[config.mk]
export PLATFORM = sky130hd
export DESIGN_NAME = blr_datapath
export DESIGN_NICKNAME = d
export VERILOG_FILES = /design/src/rtl/blr_pkg.sv /design/src/rtl/blr_datapath.sv
export VERILOG_INCLUDE_DIRS = /design/src /design/src/rtl
export SDC_FILE = /design/constraint.sdc
export NUM_CORES = 1
export LEC_CHECK = 0
export ABC_CLOCK_PERIOD_IN_PS = 4900
export BUFFER_PORTS_ARGS = -buffer_cell sky130_fd_sc_hd__buf_4
export CAP_MARGIN = 10
export CORE_UTILIZATION = 56
export DETAILED_ROUTE_END_ITERATION = 16
export GPL_TIMING_DRIVEN = 0
export PLACE_DENSITY = 0.78
export SYNTH_ARGS = -nofsm -noshare
export SYNTH_HDL_FRONTEND = slang
export SYNTH_SLANG_ARGS = --single-unit
[constraint.sdc]
create_clock -name clock -period 4.9 [get_ports clock]
set_input_delay 0.98 -clock clock [delete_from_list [all_inputs] [get_ports clock]]
set_output_delay 0.98 -clock clock [all_outputs]
set_load 0.05 [all_outputs]
[src/rtl/bresenham_line_rasterizer_core_assert.svh]
// Assertion macros shared by the rasterizer modules.
`ifndef BRESENHAM_LINE_RASTERIZER_CORE_ASSERT_SVH
`define BRESENHAM_LINE_RASTERIZER_CORE_ASSERT_SVH

// Same-cycle implication.
`define BLR_ASSERT_IMPLIES(label, clk, rst, ante, cons, msg) \
   label: assert property (@(posedge clk) disable iff (rst) (ante) |-> (cons)) \
      else $error(msg);

// Next-cycle implication.
`define BLR_ASSERT_NEXT(label, clk, rst, ante, cons, msg) \
   label: assert property (@(posedge clk) disable iff (rst) (ante) |=> (cons)) \
      else $error(msg);

`endif

[src/rtl/blr_pkg.sv]
`timescale 1ns / 1ps
`default_nettype none

package blr_pkg;

   localparam int COORD_BITS = 6;
   // Step count holds max(dx, dy) + 1.
   localparam int STEP_BITS  = COORD_BITS + 1;
   localparam int ERR_BITS   = COORD_BITS + 2;
   // Doubled error term and intermediate sums.
   localparam int E2_BITS    = ERR_BITS + 1;

   typedef logic signed [COORD_BITS-1:0] coord_type;
   typedef logic        [COORD_BITS-1:0] mag_type;
   typedef logic signed [ERR_BITS-1:0]   err_type;
   typedef logic signed [E2_BITS-1:0]    e2_type;
   typedef logic        [STEP_BITS-1:0]  step_type;

   typedef struct packed {
      logic load;   // start a new line from the request fields
      logic step;   // current pixel taken, advance the walk
   } blr_cmd_type;

   typedef struct packed {
      logic last;   // current pixel is the final one
   } blr_status_type;

endpackage

`default_nettype wire

[src/rtl/blr_datapath.sv]
`timescale 1ns / 1ps
`default_nettype none
`include "bresenham_line_rasterizer_core_assert.svh"

module blr_datapath
   import blr_pkg::*;
(
   input  wire logic      clock,
   input  wire logic      reset,
   input  wire blr_cmd_type cmd,
   input  wire coord_type start_x,
   input  wire coord_type start_y,
   input  wire coord_type end_x,
   input  wire coord_type end_y,
   output coord_type      pixel_x,
   output coord_type      pixel_y,
   output blr_status_type status
);

   localparam int PAD_BITS = E2_BITS - COORD_BITS;

   coord_type walk_x_ff, walk_x_in;
   coord_type walk_y_ff, walk_y_in;
   err_type   error_term_ff, error_term_in;
   step_type  steps_left_ff, steps_left_in;
   mag_type   dx_ff, dx_in;
   mag_type   dy_ff, dy_in;
   logic      sx_neg_ff, sx_neg_in;
   logic      sy_neg_ff, sy_neg_in;
   coord_type end_x_ff, end_x_in;
   coord_type end_y_ff, end_y_in;

   logic signed [COORD_BITS:0] diff_x, diff_y, abs_x, abs_y;
   mag_type major;
   e2_type  e2, dx_ext, dy_ext, err_ext, err_sum;
   logic    move_x, move_y;

   // Setup from the request
   always_comb begin
      diff_x = $signed({end_x[COORD_BITS-1], end_x}) - $signed({start_x[COORD_BITS-1], start_x});
      diff_y = $signed({end_y[COORD_BITS-1], end_y}) - $signed({start_y[COORD_BITS-1], start_y});
      abs_x  = diff_x[COORD_BITS] ? -diff_x : diff_x;
      abs_y  = diff_y[COORD_BITS] ? -diff_y : diff_y;
      dx_in  = abs_x[COORD_BITS-1:0];
      dy_in  = abs_y[COORD_BITS-1:0];
      major  = (dx_in > dy_in) ? dx_in : dy_in;
   end

   // Error walk
   always_comb begin
      dx_ext  = $signed({{PAD_BITS{1'b0}}, dx_ff});
      dy_ext  = $signed({{PAD_BITS{1'b0}}, dy_ff});
      err_ext = $signed({error_term_ff[ERR_BITS-1], error_term_ff});
      e2      = $signed({error_term_ff, 1'b0});
      move_x  = (e2 >= -dy_ext);
      move_y  = (e2 <= dx_ext);
      err_sum = err_ext - (move_x ? dy_ext : '0) + (move_y ? dx_ext : '0);
   end

   assign status.last = ((walk_x_ff == end_x_ff) && (walk_y_ff == end_y_ff))
                        || (steps_left_ff == STEP_BITS'(1));
   assign pixel_x = walk_x_ff;
   assign pixel_y = walk_y_ff;

   always_comb begin
      walk_x_in     = walk_x_ff;
      walk_y_in     = walk_y_ff;
      error_term_in = error_term_ff;
      steps_left_in = steps_left_ff;
      sx_neg_in     = sx_neg_ff;
      sy_neg_in     = sy_neg_ff;
      end_x_in      = end_x_ff;
      end_y_in      = end_y_ff;
      if (cmd.load) begin
         walk_x_in     = start_x;
         walk_y_in     = start_y;
         error_term_in = $signed({2'b00, dx_in}) - $signed({2'b00, dy_in});
         steps_left_in = {1'b0, major} + STEP_BITS'(1);
         sx_neg_in     = !(start_x < end_x);
         sy_neg_in     = !(start_y < end_y);
         end_x_in      = end_x;
         end_y_in      = end_y;
      end else if (cmd.step) begin
         if (status.last) begin
            steps_left_in = '0;
         end else begin
            steps_left_in = steps_left_ff - STEP_BITS'(1);
            error_term_in = err_sum[ERR_BITS-1:0];
            if (move_x) begin
               walk_x_in = sx_neg_ff ? walk_x_ff - COORD_BITS'(1) : walk_x_ff + COORD_BITS'(1);
            end
            if (move_y) begin
               walk_y_in = sy_neg_ff ? walk_y_ff - COORD_BITS'(1) : walk_y_ff + COORD_BITS'(1);
            end
         end
      end
   end

   always_ff @(posedge clock) begin
      if (reset) begin
         walk_x_ff     <= '0;
         walk_y_ff     <= '0;
         error_term_ff <= '0;
         steps_left_ff <= '0;
      end else begin
         walk_x_ff     <= walk_x_in;
         walk_y_ff     <= walk_y_in;
         error_term_ff <= error_term_in;
         steps_left_ff <= steps_left_in;
      end
   end

   // Line geometry, loaded with each request
   always_ff @(posedge clock) begin
      if (cmd.load) begin
         dx_ff <= dx_in;
         dy_ff <= dy_in;
      end
      sx_neg_ff <= sx_neg_in;
      sy_neg_ff <= sy_neg_in;
      end_x_ff  <= end_x_in;
      end_y_ff  <= end_y_in;
   end

   `BLR_ASSERT_NEXT(a_load_start, clock, reset, cmd.load,
      (walk_x_ff == $past(start_x)) && (walk_y_ff == $past(start_y)),
      "walk did not start at the start point")
   `BLR_ASSERT_NEXT(a_count_down, clock, reset, cmd.step && !status.last,
      steps_left_ff == $past(steps_left_ff) - STEP_BITS'(1), "step count out of order")
   `BLR_ASSERT_NEXT(a_pixel_moves, clock, reset, cmd.step && !status.last,
      (walk_x_ff != $past(walk_x_ff)) || (walk_y_ff != $past(walk_y_ff)), "pixel repeated")

endmodule

`default_nettype wire

==> summary.txt <==
Clocking
  – Clock slew at reported path FFs: approximately 0.09 ns
  – Clk Latency, worst-skew pair: about 0.32 ns
  – Max Root-Sink Buffers: 2
  – Root Buffer: clkbuf_8
  – Max H-tree Level: 2
  – Hold_buf cts: 0
  – Clk sinks: between 50 and 60
  – CTS tree: built
  – TritonCTS buffer count: 5

Yosys
  – Asr flop ratio synth: 0%
  – Yosys top cell by area: edfxtp_1
  – Count of cell types in the netlist: 74
  – Top FF cell, synth: dfxtp_1
  – Adder-Cell Fraction of Synth Area: between 10% and 20%
  – XOR/XNOR Fraction of Synth Area: 9.091%
  – Cells after Synth: roughly 550
  – Synthesized Nets: 650
  – Synth area leaders: edfxtp_1 16%, ha_1 14%, dfxtp_1 11%
  – Post-synthesis sequential area ratio: 26.67%
  – Compound-Gate Fraction of Synth Area: between 10% and 20%
  – Mux contribution to synthesized area: 3.207%
  – Post-Synth Simple-Gate Area: between 10% and 20%
  – Netlist Area Pre-Place: slightly below 5000 um^2
  – Warnings from Yosys: 0
  – Largest family of logic cells by synthesized area: compound AO/OA/AOI/OAI gates
  – Synth top area share: between 10% and 20%
  – Register bit total from synthesis: between 50 and 60
  – Number of synthesized flops with an enable pin: 26
  – Syn Area/Cell: between 8 and 9 um^2

GRT
  – Met1 Usage GRT: ~36%
  – Grt total ovfl: 0
  – Met3 layer usage reported by global route: about 3.5%
  – GR met2 Demand/Resource: 53.19%
  – First-pass GRT wire length: ~21,000 um
  – Vias in the first global route: around 4,500
  – Largest net degree at the start of global routing: 28
  – Total GRT Usage: between 20% and 30%
  – Most used routing layer: met2
  – Initial antenna violation count: 0

Layout
  – # diodes: 0
  – Final core utilization: about 68%
  – FF+latch area: between 1000 and 1500 um^2
  – Area delta synth->final: 14.95%
  – Layout cell share with drive strength beyond 1: 18.03%
  – Multi-input gate area: 3415 um^2
  – Fill cells: 679
  – NumNets Final: ~710

Detailed routing
  – Pre-Repair DR Iteration Count: 5
  – Avg WL per Cell: around 18 um
  – Via Count: about 4,300
  – Post-DRT Antenna Nets: 0
  – Routed WL: between 10,000 and 15,000 um
  – 1st-iter DRT viols: between 200 and 300
  – Post-DR vias/cell: roughly 6.0
  – DRC Markers: 0

Power and ir drop
  – Power, Total: around 0.0032 W
  – Pleak: 2.522 nW
  – Power Density: about 570 nW/um^2
  – Max VDD drop: about 0.26 mV

Hold path
  – Hold Startpoint: steps_left_ff[4]
  – Worst min path class: register to register

Floorplan
  – Chip height: 96.06 um
  – Rows: 33
  – Starting Density: roughly 60%
  – Die area: just over 9000 um^2
  – Die Span X: between 90 and 100 um
  – Core Area: roughly 8400 um^2
  – IO Count: a little over 40

Setup path
  – CP Data Arrival Time: between 4 and 5 ns
  – Crit path launch type: input port
  – CP endpoint kind: register
  – Crit Path Category: input port to register
  – Crit-path max cell delay: approximately 0.48 ns
  – Worst R2R Start: dy_ff[4]
  – CP max-delay cell: fa_1
  – Critical-path cell list: buf_4, inv_2, ha_4, inv_1, fa_1, a211oi_4, or2_1, o22ai_1, a41oi_1, nand3_1, inv_2, ha_4, or2_2, a21oi_2, a21oi_2, o21a_1, buf_4, and3_4, or2_4, and4_4, o31a_1
  – Worst Path Required: 5.11 ns
  – Critical path peak fanout: 7
  – Critical Path Source: end_x[0]

STA
  – Worst-margin pin slew: 0.7681 ns
  – Minimum clock period after layout: between 4 and 5 ns
  – Peak Freq: 212.9 MHz
  – Hold Violations, Final: 0
  – Final Setup Violations: 0
  – Max Transition Viols Final: 0
  – Worst Clk Skew: 0.01130 ns
  – Period utilization: 95.85%
  – Worst slew margin: 48.45%

Placed design
  – DP HPWL: between 9000 and 10,000 um
  – PortBufs: 39
  – GP Congestion: around 0.93

Run
  – Max Cap Viol: 0

Run status
  – Run status: finished, final reports clean
-- routing by layer --
layer | vias to the layer above | part of all wire, %
met2 | 176 | 48
li1 | 2087 | -
met1 | 2023 | 42
met4 | 0 | 3.2
met3 | 39 | 6.6
met5 | - | 0
-- metrics by stage --
step	cells	hold WS [ns]	area (um^2)	setup slack, ns	setup TNS [ns]
finish	715	0.5151	5695	0.2032	0
global route	715	0.5417	5695	-0.1018	-0.2177
CTS	707	0.5144	5523	-0.006210	-0.006210
detailed placement	698	0.5025	5379	-0.4875	-1.828
global placement	698	0.4922	5379	-0.4098	-1.413
floorplan	554	0.4739	4955	0.2298	0
-- power breakdown --
group	switching, W	leakage [nW]	internal [W]
Combinational	0.00124	1.99	0.00101
Clock	0.000149	0.0554	0.000154
Sequential	0.000109	0.479	0.000569
-- worst max-delay path, delay by kind of cell --
family | cells | cell delay [ns]
buf+inv | 5 | 0.49
fa+ha+maj | 3 | 0.83
simple gates | 6 | 1.27
compound gates | 7 | 1.31
-- cell usage after synthesis, types with 2 or more instances --
cell,instances
a211oi_1,16
mux2_2,3
o31a_1,2
a21o_2,2
ha_1,57
nand2b_1,7
a21o_1,10
and2_1,11
o21ai_1,4
a41oi_1,2
nor4_1,3
nand4_1,6
clkbuf_1,11
buf_6,3
nand3_1,10
dfxtp_1,27
a21boi_1,2
nor2_1,37
and3_1,3
a21oi_1,29
nand3b_1,4
a31oi_1,3
o211ai_1,3
o21a_1,8
nor2b_1,6
o21ai_0,20
xor2_1,13
o211a_1,2
inv_1,67
a221oi_1,6
o22ai_1,3
mux2i_1,10
nor3_1,12
o2111ai_1,4
o31ai_1,2
edfxtp_1,26
or2_2,5
a311oi_1,5
nand2_1,28
fa_1,11
o21bai_1,5
xnor2_1,34
-- timing repair --
action	CTS	global route
gates resized for setup	4	26
gates cloned	0	0
setup buffers	2	8
endpoints found under the setup margin	4	9
pin swaps	1	12
-- sequential cells by signal, summed over array words and instances (netlist names), 6 cells and up --
| register | cells |
|---|---|
| error_term_ff | 8 |
| steps_left_ff | 7 |
| dx_ff | 6 |
| dy_ff | 6 |
| end_x_ff | 6 |
| end_y_ff | 6 |
| pixel_x | 6 |
| pixel_y | 6 |
-- worst paths after layout --
path | end | slack (ns) | cells after the start
worst max-delay path | steps_left_ff[5] | 0.20 | 21
worst min-delay path | steps_left_ff[4] | 0.52 | 2
worst max register to register | error_term_ff[6] | 0.25 | 17
worst min register to register | steps_left_ff[4] | 0.52 | 2
-- cells by family (layout without fill, tap and decap cells) --
kind of cell	count (synthesis)	count (layout)
and+or+nand+nor	146	146
AOI/OAI and AO/OA	139	139
buffers and inverters	84	140
adders and majority gates	68	68
DFF	53	53
xor gates and xnor gates	49	49
muxes	15	15
-- area by class of cell --
cell class | instances | share of cell area [%]
repair buffers | 49 | 6.459
well taps | 105 | 2.307
inverters | 68 | 4.482
flip-flops and latches | 53 | 23.20
clock inverters | 2 | 0.6810
multi-input cells | 417 | 59.95
plain buffers | 15 | 1.648
clock buffers | 6 | 1.274
-- cell usage in the layout, fill, tap and decap left out, drive strengths merged, types with 12 or more instances in the layout --
master  netlist  layout
ha           57      57
clkbuf       11      16
o21ai        24      24
xor2         13      13
dfxtp        27      27
a21o         12      12
nand2        29      29
a211oi       18      18
buf           5      54
nor3         13      13
xnor2        35      35
nor2         38      38
a21oi        30      30
edfxtp       26      26
inv          68      68
Power figures use the tool's default switching activity.
