==> config.mk <==
export PLATFORM = sky130hd
export DESIGN_NAME = blr_ctrl
export DESIGN_NICKNAME = d
export VERILOG_FILES = /design/src/rtl/blr_pkg.sv /design/src/rtl/blr_ctrl.sv
export VERILOG_INCLUDE_DIRS = /design/src /design/src/rtl
export SDC_FILE = /design/constraint.sdc
export NUM_CORES = 1
export LEC_CHECK = 0
export ABC_AREA = 1
export BUFFER_PORTS_ARGS = -buffer_cell sky130_fd_sc_hd__buf_4
export CORE_AREA = 5 5 42 44
export CTS_CLUSTER_DIAMETER = 60
export DETAILED_ROUTE_END_ITERATION = 7
export DIE_AREA = 0 0 47 49
export REMOVE_ABC_BUFFERS = 1
export SETUP_SLACK_MARGIN = 0.2
export SYNTH_ARGS = -nofsm -noshare
export SYNTH_HDL_FRONTEND = slang
export SYNTH_SLANG_ARGS = --single-unit
==> constraint.sdc <==
create_clock -name clock -period 1.15 [get_ports clock]
set_input_delay 0.1725 -clock clock [delete_from_list [all_inputs] [get_ports clock]]
set_output_delay 0.1725 -clock clock [all_outputs]
set_load 0.005 [all_outputs]
==> src/rtl/bresenham_line_rasterizer_core_assert.svh <==
// Assertion macros shared by the rasterizer modules.
`ifndef BRESENHAM_LINE_RASTERIZER_CORE_ASSERT_SVH
`define BRESENHAM_LINE_RASTERIZER_CORE_ASSERT_SVH

// Same-cycle implication.
`define BLR_ASSERT_IMPLIES(label, clk, rst, ante, cons, msg) \
   label: assert property (@(posedge clk) disable iff (rst) (ante) |-> (cons)) \
      else $error(msg);

// Next-cycle implication.
`define BLR_ASSERT_NEXT(label, clk, rst, ante, cons, msg) \
   label: assert property (@(posedge clk) disable iff (rst) (ante) |=> (cons)) \
      else $error(msg);

`endif

==> src/rtl/blr_pkg.sv <==
`timescale 1ns / 1ps
`default_nettype none

package blr_pkg;

   localparam int COORD_BITS = 6;
   // Step count holds max(dx, dy) + 1.
   localparam int STEP_BITS  = COORD_BITS + 1;
   localparam int ERR_BITS   = COORD_BITS + 2;
   // Doubled error term and intermediate sums.
   localparam int E2_BITS    = ERR_BITS + 1;

   typedef logic signed [COORD_BITS-1:0] coord_type;
   typedef logic        [COORD_BITS-1:0] mag_type;
   typedef logic signed [ERR_BITS-1:0]   err_type;
   typedef logic signed [E2_BITS-1:0]    e2_type;
   typedef logic        [STEP_BITS-1:0]  step_type;

   typedef struct packed {
      logic load;   // start a new line from the request fields
      logic step;   // current pixel taken, advance the walk
   } blr_cmd_type;

   typedef struct packed {
      logic last;   // current pixel is the final one
   } blr_status_type;

endpackage

`default_nettype wire

==> src/rtl/blr_ctrl.sv <==
`timescale 1ns / 1ps
`default_nettype none
`include "bresenham_line_rasterizer_core_assert.svh"

module blr_ctrl
   import blr_pkg::*;
(
   input  wire logic           clock,
   input  wire logic           reset,
   input  wire logic           req_valid,
   output logic                req_ready,
   output logic                rsp_valid,
   input  wire logic           rsp_ready,
   input  wire blr_status_type status,
   output blr_cmd_type         cmd
);

   typedef enum logic {
      ST_IDLE,
      ST_WALK
   } state_type;

   state_type state_ff, state_in;
   logic      req_ready_ff, req_ready_in;
   logic      rsp_valid_ff, rsp_valid_in;

   assign cmd.load  = req_valid & req_ready_ff;
   assign cmd.step  = rsp_valid_ff & rsp_ready;
   assign req_ready = req_ready_ff;
   assign rsp_valid = rsp_valid_ff;

   always_comb begin
      state_in     = state_ff;
      req_ready_in = req_ready_ff;
      rsp_valid_in = rsp_valid_ff;
      case (state_ff)
         ST_IDLE: begin
            if (cmd.load) begin
               state_in     = ST_WALK;
               req_ready_in = 1'b0;
               rsp_valid_in = 1'b1;
            end
         end
         ST_WALK: begin
            if (cmd.step && status.last) begin
               state_in     = ST_IDLE;
               req_ready_in = 1'b1;
               rsp_valid_in = 1'b0;
            end
         end
         default: begin
            state_in     = ST_IDLE;
            req_ready_in = 1'b1;
            rsp_valid_in = 1'b0;
         end
      endcase
   end

   always_ff @(posedge clock) begin
      if (reset) begin
         state_ff     <= ST_IDLE;
         req_ready_ff <= 1'b1;
         rsp_valid_ff <= 1'b0;
      end else begin
         state_ff     <= state_in;
         req_ready_ff <= req_ready_in;
         rsp_valid_ff <= rsp_valid_in;
      end
   end

   `BLR_ASSERT_NEXT(a_load_shows_pixel, clock, reset, cmd.load,
      rsp_valid_ff && !req_ready_ff, "load did not start the walk")
   `BLR_ASSERT_NEXT(a_last_frees_req, clock, reset, cmd.step && status.last,
      req_ready_ff && !rsp_valid_ff, "last pixel did not end the walk")
   `BLR_ASSERT_NEXT(a_walk_continues, clock, reset, cmd.step && !status.last,
      rsp_valid_ff && !req_ready_ff, "walk stopped early")

endmodule

`default_nettype wire

==> impl_metrics.json, run 1 <==
{
  "clk_pin_slew_ps": 40,
  "vias": 168,
  "io_buffers": 8,
  "syn-cell-area_um2": 131,
  "fin_nets": 40,
  "min_path_cells": 3,
  "final_antenna_net_count": 0,
  "grt_max_degree": 6,
  "synth_cell_type_count": 8,
  "fp.dieArea_mm2": 0.00230,
  "syn_inst": 19,
  "drc": 0,
  "drt_iter0_markers": 3,
  "path_buf_inv": 2,
  "finalCritPeriodShare": 0.824,
  "cp_slowest_cell": "dfxtp_2",
  "synth_area_per_cell_um2": 6.91,
  "drive_gt1_frac": 0.676,
  "min_period_ps": 947,
  "rrSetupSlack_ps": 260,
  "setup_tns_ps": 0,
  "critical_path_required_ps": 980,
  "grt_pass1_wl_um": 627,
  "reg2regPathDepth": 6,
  "start_kind": "register",
  "synth_top_area_frac": 0.457,
  "clk_latency_ps": 230,
  "reg2reg_to": "state_ff",
  "min_to": "req_ready",
  "slowest_delay_ps": 330,
  "run_status": "finished clean",
  "synth-edff-count": 0,
  "worstSetupPathType": "register to primary output",
  "antenna_found_initial": 0,
  "grtUsageTotal": 0.0485,
  "diodes": 0,
  "nFillCells": 176,
  "worstHoldStart": "reset",
  "finalSetupViolations": 0,
  "routed_via_density": 3.36,
  "syn2layout_area_growth_pct": 111,
  "path_delay_family": "flip-flops",
  "power_leakage_nw": 0.141,
  "crit_arrival_ps": 770,
  "grt_pass1_vias": 168,
  "core-area_mm2": 0.00140,
  "clk_path_buf_depth": 2,
  "skew_ps": 6.25,
  "dr.pass1.iters": 4,
  "overflow": 0,
  "wl_per_cell_um": 7.52,
  "fp.dieW_um": 47,
  "met2_usage": 0.0588,
  "synth-seq-cells": 3,
  "ioPinCount": 9,
  "cts_tree": "yes",
  "place_area_um2": 211,
  "cts_root_buf": "clkbuf_4",
  "synth-seq-area-share": 0.457,
  "final_area_um2": 278,
  "ys_dominant_reg_cell": "dfxtp_1",
  "cts_sinks": 3,
  "path_max_fanout": 3,
  "die_h_um": 49,
  "wl_um": 376,
  "worst_slew_pin_slew_ps": 192,
  "relSlewSlack": 0.872,
  "vdd_ir_drop_max_v": 0.000165,
  "postCtsHoldBufs": 0,
  "cap_viol_max_count": 0,
  "power_density_mw_per_mm2": 1380,
  "rsz0062_at_grt": "true",
  "initial_core_util": 0.0938,
  "postSynth.asyncResetShare": 0,
  "cp_cell_sequence": "nand2_2 -> inv_2 -> buf_6",
  "post-synth-top-count-cell": "nor2_1",
  "multi_input_area_um2": 63.8,
  "grtUsageMet3": 0.0332,
  "fmax_mhz": 1060,
  "ys_warn_count": 0,
  "netlist_top_cells_area": "dfxtp_1 (46%), nor2_1 (14%), inv_1 (11%), nand3_1 (7.6%), o21ai_2 (6.7%)",
  "finalMaxSlewViolations": 0,
  "finalPower_uw": 384,
  "synthTopCellsByCount": "nor2_1 (5), inv_1 (4), dfxtp_1 (3)",
  "htreeDepth": 1,
  "row_count": 14,
  "grtUsageMet1": 0.0284,
  "cp-end-kind": "primary output",
  "min_path_type": "primary input to register",
  "cts_buffers": 3,
  "grt_busiest_layer": "met4",
  "regArea_um2": 62.6,
  "place.gp.congestion": 0.725,
  "synth_top_area_cell": "dfxtp_1",
  "hold_viol": 0,
  "r2r-start": "req_ready"
}
[worst reg2reg max path: stages, from the launching register on]
cell     delay (ps)
dfxtp_2         320
nand2_2          70
inv_2            40
buf_4           120
buf_4           120
nor2_2           70
nor2_1           40
[kinds of logic after synthesis]
family	after synthesis	synth area share
AO/OA/AOI/OAI	2	0.105
buffers and inverters	4	0.114
flip-flops	3	0.457
AND/OR/NAND/NOR	10	0.324
[timing repair]
| item | 4_1_cts | 5_1_grt |
|---|---|---|
| resized for setup | 8 | 1 |
| setup buffers | 3 | 0 |
| setup endpoints to repair | 2 | 3 |
| pin swaps | 2 | 2 |
[power by group]
part | internal (mW) | total, mW | leakage [nW] | switching (mW)
clock network | 0.130 | 0.185 | 0.0150 | 0.0549
registers | 0.116 | 0.126 | 0.0251 | 0.00970
logic | 0.0458 | 0.0739 | 0.101 | 0.0281
total | 0.292 | 0.384 | 0.141 | 0.0927
[cell usage in the layout (no fill, tap or decap)]
cell type  n
buf_6      2
dfxtp_2    2
nand3_1    2
nand2_2    3
clkbuf_1   1
clkbuf_4   3
nor2_2     1
o21ai_2    1
nor2_1     4
buf_4      9
inv_1      2
dfxtp_1    1
o21ai_0    1
inv_2      2
[sequential cells by signal, summed over array words and instances (netlist names)]
signal,cells
rsp_valid,1
req_ready,1
state_ff,1
[worst max path at each step]
stage	startpoint	to	cells after the start
after CTS	rsp_valid	cmd[0]	3
after detailed placement	rsp_valid	cmd[0]	3
final	rsp_valid	cmd[0]	3
after global routing	rsp_valid	cmd[0]	3
after global placement	rsp_valid	cmd[0]	3
after floorplan	rsp_valid	rsp_valid	3
[final cells by class]
type | count | share of cell area
well taps | 16 | 0.0721
flip-flops and latches | 3 | 0.225
repair buffers | 11 | 0.324
multi-input cells | 12 | 0.230
clock buffers | 4 | 0.0946
inverters | 4 | 0.0541
[routing by layer]
metal  share of wire  vias to the layer above
li1                -                       88
met4           0.072                        0
met2            0.52                        7
met3            0.13                        2
met1            0.28                       71
met5               0                        -
[stage by stage]
stage                     instances  utilization  worst slack [ps]  hold slack [ps]
after floorplan                  19            -               435              303
after global placement           43        0.151               390              398
after detailed placement         43        0.151               382              402
after CTS                        50        0.196               179              154
after global routing             50        0.198               155              170
final                            50        0.198               203              158
Power figures use the tool's default switching activity.
==> run 2, diff against run 1 <==
clock period = 0.8 ns   (was 1.15 ns; I/O delays follow)
==> run 2 against run 1 <==
The flow now finishes with violations (setup timing). Global-route usage is 0.35 points higher. Design area is 12% higher. Clock power is 47% higher. Utilization is 2.4 points higher. Sequential share of layout area is 1.2 points lower. Register-to-register slack worse by 260 ps. Total power is 50% higher. Sequential power is 47% higher. Cell count stayed put. Non-clock buffer count stayed put. Worst hold slack worse by 29 ps. Critical path type unchanged.
==> impl_metrics.json, run 2 (same netlist as run 1, synthesis figures left out) <==
{
  "run_status": "complete, but fails checks",
  "violations": "setup timing",
  "power_leakage_nw": 0.155,
  "drc": 0,
  "finalSetupViolations": 3,
  "cts_buffers": 3,
  "fp.dieArea_mm2": 0.00230,
  "finalCritPeriodShare": 1.14,
  "fp.dieW_um": 47,
  "diodes": 0,
  "path_max_fanout": 3,
  "htreeDepth": 1,
  "worstSetupPathType": "register to primary output",
  "setup_ws_ps": -109,
  "fin_nets": 40,
  "die_h_um": 49,
  "wl_per_cell_um": 9.04,
  "clk_path_buf_depth": 2,
  "cts_root_buf": "clkbuf_4",
  "grt_pass1_vias": 190,
  "initial_core_util": 0.0938,
  "fin_hold_ws_ps": 129,
  "row_count": 14,
  "worst_slew_pin_slew_ps": 150,
  "min_period_ps": 909,
  "core-area_mm2": 0.00140,
  "place.gp.congestion": 0.702,
  "hold_viol": 0,
  "vias": 182,
  "clk_pin_slew_ps": 40,
  "final_antenna_net_count": 0,
  "relSlewSlack": 0.899,
  "grt_pass1_wl_um": 703,
  "routed_via_density": 3.64,
  "grt_max_degree": 6,
  "setup_tns_ps": -237,
  "grt_busiest_layer": "met4",
  "cts_sinks": 3,
  "fmax_mhz": 1100,
  "drive_gt1_frac": 0.765,
  "clk_latency_ps": 240,
  "ioPinCount": 9,
  "crit_arrival_ps": 790,
  "syn2layout_area_growth_pct": 137,
  "met2_usage": 0.0701,
  "grtUsageMet1": 0.0350,
  "drt_iter0_markers": 1,
  "dr.pass1.iters": 2,
  "grtUsageTotal": 0.0520,
  "io_buffers": 8,
  "antenna_found_initial": 0,
  "hpwl_um": 276,
  "power_density_mw_per_mm2": 1850,
  "grtUsageMet3": 0.0111,
  "wl_um": 452,
  "overflow": 0,
  "rsz0062_at_grt": "true",
  "post-place-ws_ps": 46.2,
  "cap_viol_max_count": 0,
  "final_common_cell": "buf_4",
  "min_path_type": "primary input to register",
  "cts_tree": "yes",
  "cp-end-kind": "primary output",
  "vdd_ir_drop_max_v": 0.000254,
  "layout_common_cells": "buf_4 (7), nor2_1 (4), buf_6 (4)",
  "finalMaxSlewViolations": 0,
  "critical_path_required_ps": 680,
  "finalPower_uw": 576,
  "skew_ps": 3.85,
  "start_kind": "register"
}
[run 2: timing repair]
action                                  in CTS  in global routing
setup buffers                                3                  0
endpoints found under the setup margin       7                  7
hold buffers                                 0                  0
resized for setup                            9                  9
pin swaps                                    3                  3
[run 2: path summary, 6_finish.rpt]
check,slack [ps],startpoint,depth (start not counted),to
max,-110,rsp_valid,3,cmd[0]
min,130,status,3,req_ready
max reg2reg,0,rsp_valid,4,rsp_valid
min reg2reg,510,rsp_valid,2,rsp_valid
[run 2: through the flow]
stage / cell area [µm²] / std cells / utilization
4_1_cts: 280 / 50 / 0.200
2_1_floorplan: 131 / 19 / -
5_1_grt: 312 / 50 / 0.222
3_5_place_dp: 211 / 43 / 0.151
6_report: 312 / 50 / 0.222
3_3_place_gp: 211 / 43 / 0.151
[run 2: per-layer routing]
metal,wire (µm),up-vias
met1,136,86
li1,-,87
met5,0,-
met4,27,0
met2,245,7
met3,41,2
[run 2: worst max-delay path, stage by stage, from the launching register on]
cell and delay (ps):
dfxtp_4 340, nand2_4 70, inv_2 40, buf_6 100
[run 2: power by group]
| part | switching (mW) | leakage [nW] | internal, mW |
|---|---|---|---|
| logic | 0.0483 | 0.114 | 0.0716 |
| registers | 0.0178 | 0.0257 | 0.167 |
| clock network | 0.0843 | 0.0150 | 0.187 |
[run 2: final cells by class]
type / instances / area [µm²]
Inverter: 4 / 15.0
Timing Repair Buffer: 11 / 97.6
Tap cell: 16 / 20.0
Sequential cell: 3 / 66.3
Multi-Input combinational cell: 12 / 86.3
Fill cell: 171 / 1090
Clock buffer: 4 / 26.3
==> run 3, diff against run 2 <==
ABC_AREA = unset   (was 1)
==> run 3 against run 2 <==
Sequential power is essentially flat. Area after synthesis shrank 7.6%. Clock power grew 1%. Sequential share of layout area grew 0.23 points. Count of clock-buffer cells in the layout is the same. Non-clock buffer count is the same. Utilization shrank 1.1 points. Critical path depth shrank 1. The run still ends with setup timing left. Design area shrank 4.8%. Die area is the same. Highest routed layer is now met3. Worst setup slack lost 12 ps. Via count shrank 21%.
==> impl_metrics.json, run 3 <==
{
  "synth_area_per_cell_um2": 11.0,
  "fin_nets": 32,
  "synth-simple-area-share": 0.175,
  "routed_via_density": 3.40,
  "grt_busiest_layer": "met4",
  "clk_path_buf_depth": 2,
  "start_kind": "register",
  "vias": 143,
  "grtUsageTotal": 0.0444,
  "drt_iter0_markers": 4,
  "post-synth-top-count-cell": "dfxtp_1",
  "finalCritPeriodShare": 1.15,
  "grtUsageMet1": 0.0419,
  "initial_core_util": 0.0866,
  "rsz0062_at_grt": "true",
  "synth_compound_area_frac": 0.299,
  "finalMaxSlewViolations": 0,
  "final_common_cell": "buf_6",
  "skew_ps": 4.76,
  "cp_slowest_cell": "dfxtp_2",
  "place_area_um2": 209,
  "synth_top_area_cell": "dfxtp_1",
  "finalPower_uw": 593,
  "vdd_ir_drop_max_v": 0.000658,
  "muxShareOfSynthArea": 0,
  "min_period_ps": 921,
  "wl_per_cell_um": 8.69,
  "grt_max_degree": 4,
  "grtUsageMet3": 0.0443,
  "met2_usage": 0.0452,
  "fmax_mhz": 1090,
  "diodes": 0,
  "syn-cell-area_um2": 121,
  "run_status": "complete, but fails checks",
  "cap_viol_max_count": 0,
  "cts_buffers": 3,
  "core-area_mm2": 0.00140,
  "cts_root_buf": "clkbuf_4",
  "syn2layout_area_growth_pct": 144,
  "path_buf_inv": 1,
  "synth-seq-cells": 3,
  "synth_top_family_by_area": "compound AO/OA/AOI/OAI gates",
  "drive_gt1_frac": 0.808,
  "setup_ws_ps": -121,
  "cts_sinks": 3,
  "synth_top_area_frac": 0.495,
  "hold_viol": 0,
  "synth_adder_area_share": 0,
  "cts_tree": "yes",
  "cp-end-kind": "primary output",
  "die_h_um": 49,
  "fp.dieArea_mm2": 0.00230,
  "place.gp.congestion": 0.536,
  "postCtsHoldBufs": 0,
  "critical_path_required_ps": 680,
  "min_path_type": "primary input to register",
  "fp.dieW_um": 47,
  "cp_cell_sequence": "and2_4 -> buf_6",
  "syn_inst": 11,
  "drc": 0,
  "netlist_top_cells_area": "dfxtp_1 (49%), a41oi_2 (13%), o21a_1 (12%), and2_1 (10%), and3b_1 (7.2%)",
  "worstSetupPathType": "register to primary output",
  "synth-edff-count": 0,
  "synth-xor-area-share": 0,
  "clk_latency_ps": 240,
  "io_buffers": 8,
  "path_delay_family": "flip-flops",
  "synth-seq-area-share": 0.495,
  "relSlewSlack": 0.869,
  "grt_pass1_wl_um": 600,
  "clk_pin_slew_ps": 40,
  "postLayoutCoreUtil": 0.212,
  "crit_arrival_ps": 800,
  "overflow": 0,
  "violations": "setup timing",
  "finalSetupViolations": 7,
  "htreeDepth": 1,
  "path_max_fanout": 3,
  "synth_cell_type_count": 7,
  "multi_input_area_um2": 77.6,
  "ys_warn_count": 0,
  "wl_um": 365,
  "row_count": 14,
  "postSynth.asyncResetShare": 0,
  "slowest_delay_ps": 320,
  "nFillCells": 164,
  "regArea_um2": 63.8,
  "worst_slew_pin_slew_ps": 196,
  "hpwl_um": 249,
  "ys_dominant_reg_cell": "dfxtp_1",
  "power_density_mw_per_mm2": 2000,
  "grt_pass1_vias": 147,
  "final_antenna_net_count": 0,
  "power_leakage_nw": 0.133,
  "layout_common_cells": "buf_6 (6), buf_4 (5), clkbuf_4 (3), dfxtp_2 (3)",
  "synthTopCellsByCount": "dfxtp_1 (3), and2_1 (2), o21a_1 (2)",
  "dr.pass1.iters": 2,
  "final_area_um2": 297,
  "antenna_found_initial": 0,
  "ioPinCount": 9
}
run 3: final cells by class:
type / count / area share
clock buffers: 4 / 0.0886
inverters: 1 / 0.0127
flip-flops and latches: 3 / 0.215
well taps: 16 / 0.0675
multi-input cells: 7 / 0.262
repair buffers: 11 / 0.354
run 3: timing repair:
action | 4_1_cts | 5_1_grt
setup endpoints to repair | 7 | 7
gates cloned | 0 | 0
gates resized for setup | 7 | 6
buffers inserted | 2 | 0
run 3: path summary, 6_finish.rpt:
kind / startpoint / slack (ps) / depth (start not counted) / to
max: req_ready / -120 / 2 / cmd[1]
min: reset / 80 / 3 / req_ready
max reg2reg: rsp_valid / -50 / 3 / rsp_valid
min reg2reg: state_ff / 510 / 1 / state_ff
run 3: cell families after synthesis:
kind of cell    after synthesis
flops                         3
compound gates                4
buf+inv                       1
simple gates                  3
run 3: stage by stage:
step	setup slack (ps)	std cells	setup TNS (ps)	hold slack (ps)
4_1_cts	-133	42	-649	102
6_report	-121	42	-533	83.7
3_3_place_gp	-17.7	36	-17.7	344
5_1_grt	-158	42	-813	86.3
3_5_place_dp	-17.3	36	-17.3	356
2_1_floorplan	21.9	11	0	232
run 3: worst register-to-register path, cell delays in order, from the launching register on:
cell and delay [ps]:
dfxtp_2 320, buf_4 140, a41oi_4 190, o21a_1 150
run 3: report_power, final:
part,switching (mW),internal (mW),leakage [nW]
Clock,0.0880,0.188,0.0150
Sequential,0.0143,0.169,0.0252
Combinational,0.0417,0.0929,0.0930
Total,0.144,0.449,0.133
run 3: per-layer routing:
| layer | share of wire | up-vias |
|---|---|---|
| met5 | 0 | - |
| met3 | 0.18 | 0 |
| li1 | - | 69 |
| met2 | 0.42 | 9 |
| met1 | 0.40 | 65 |
| met4 | 0 | 0 |
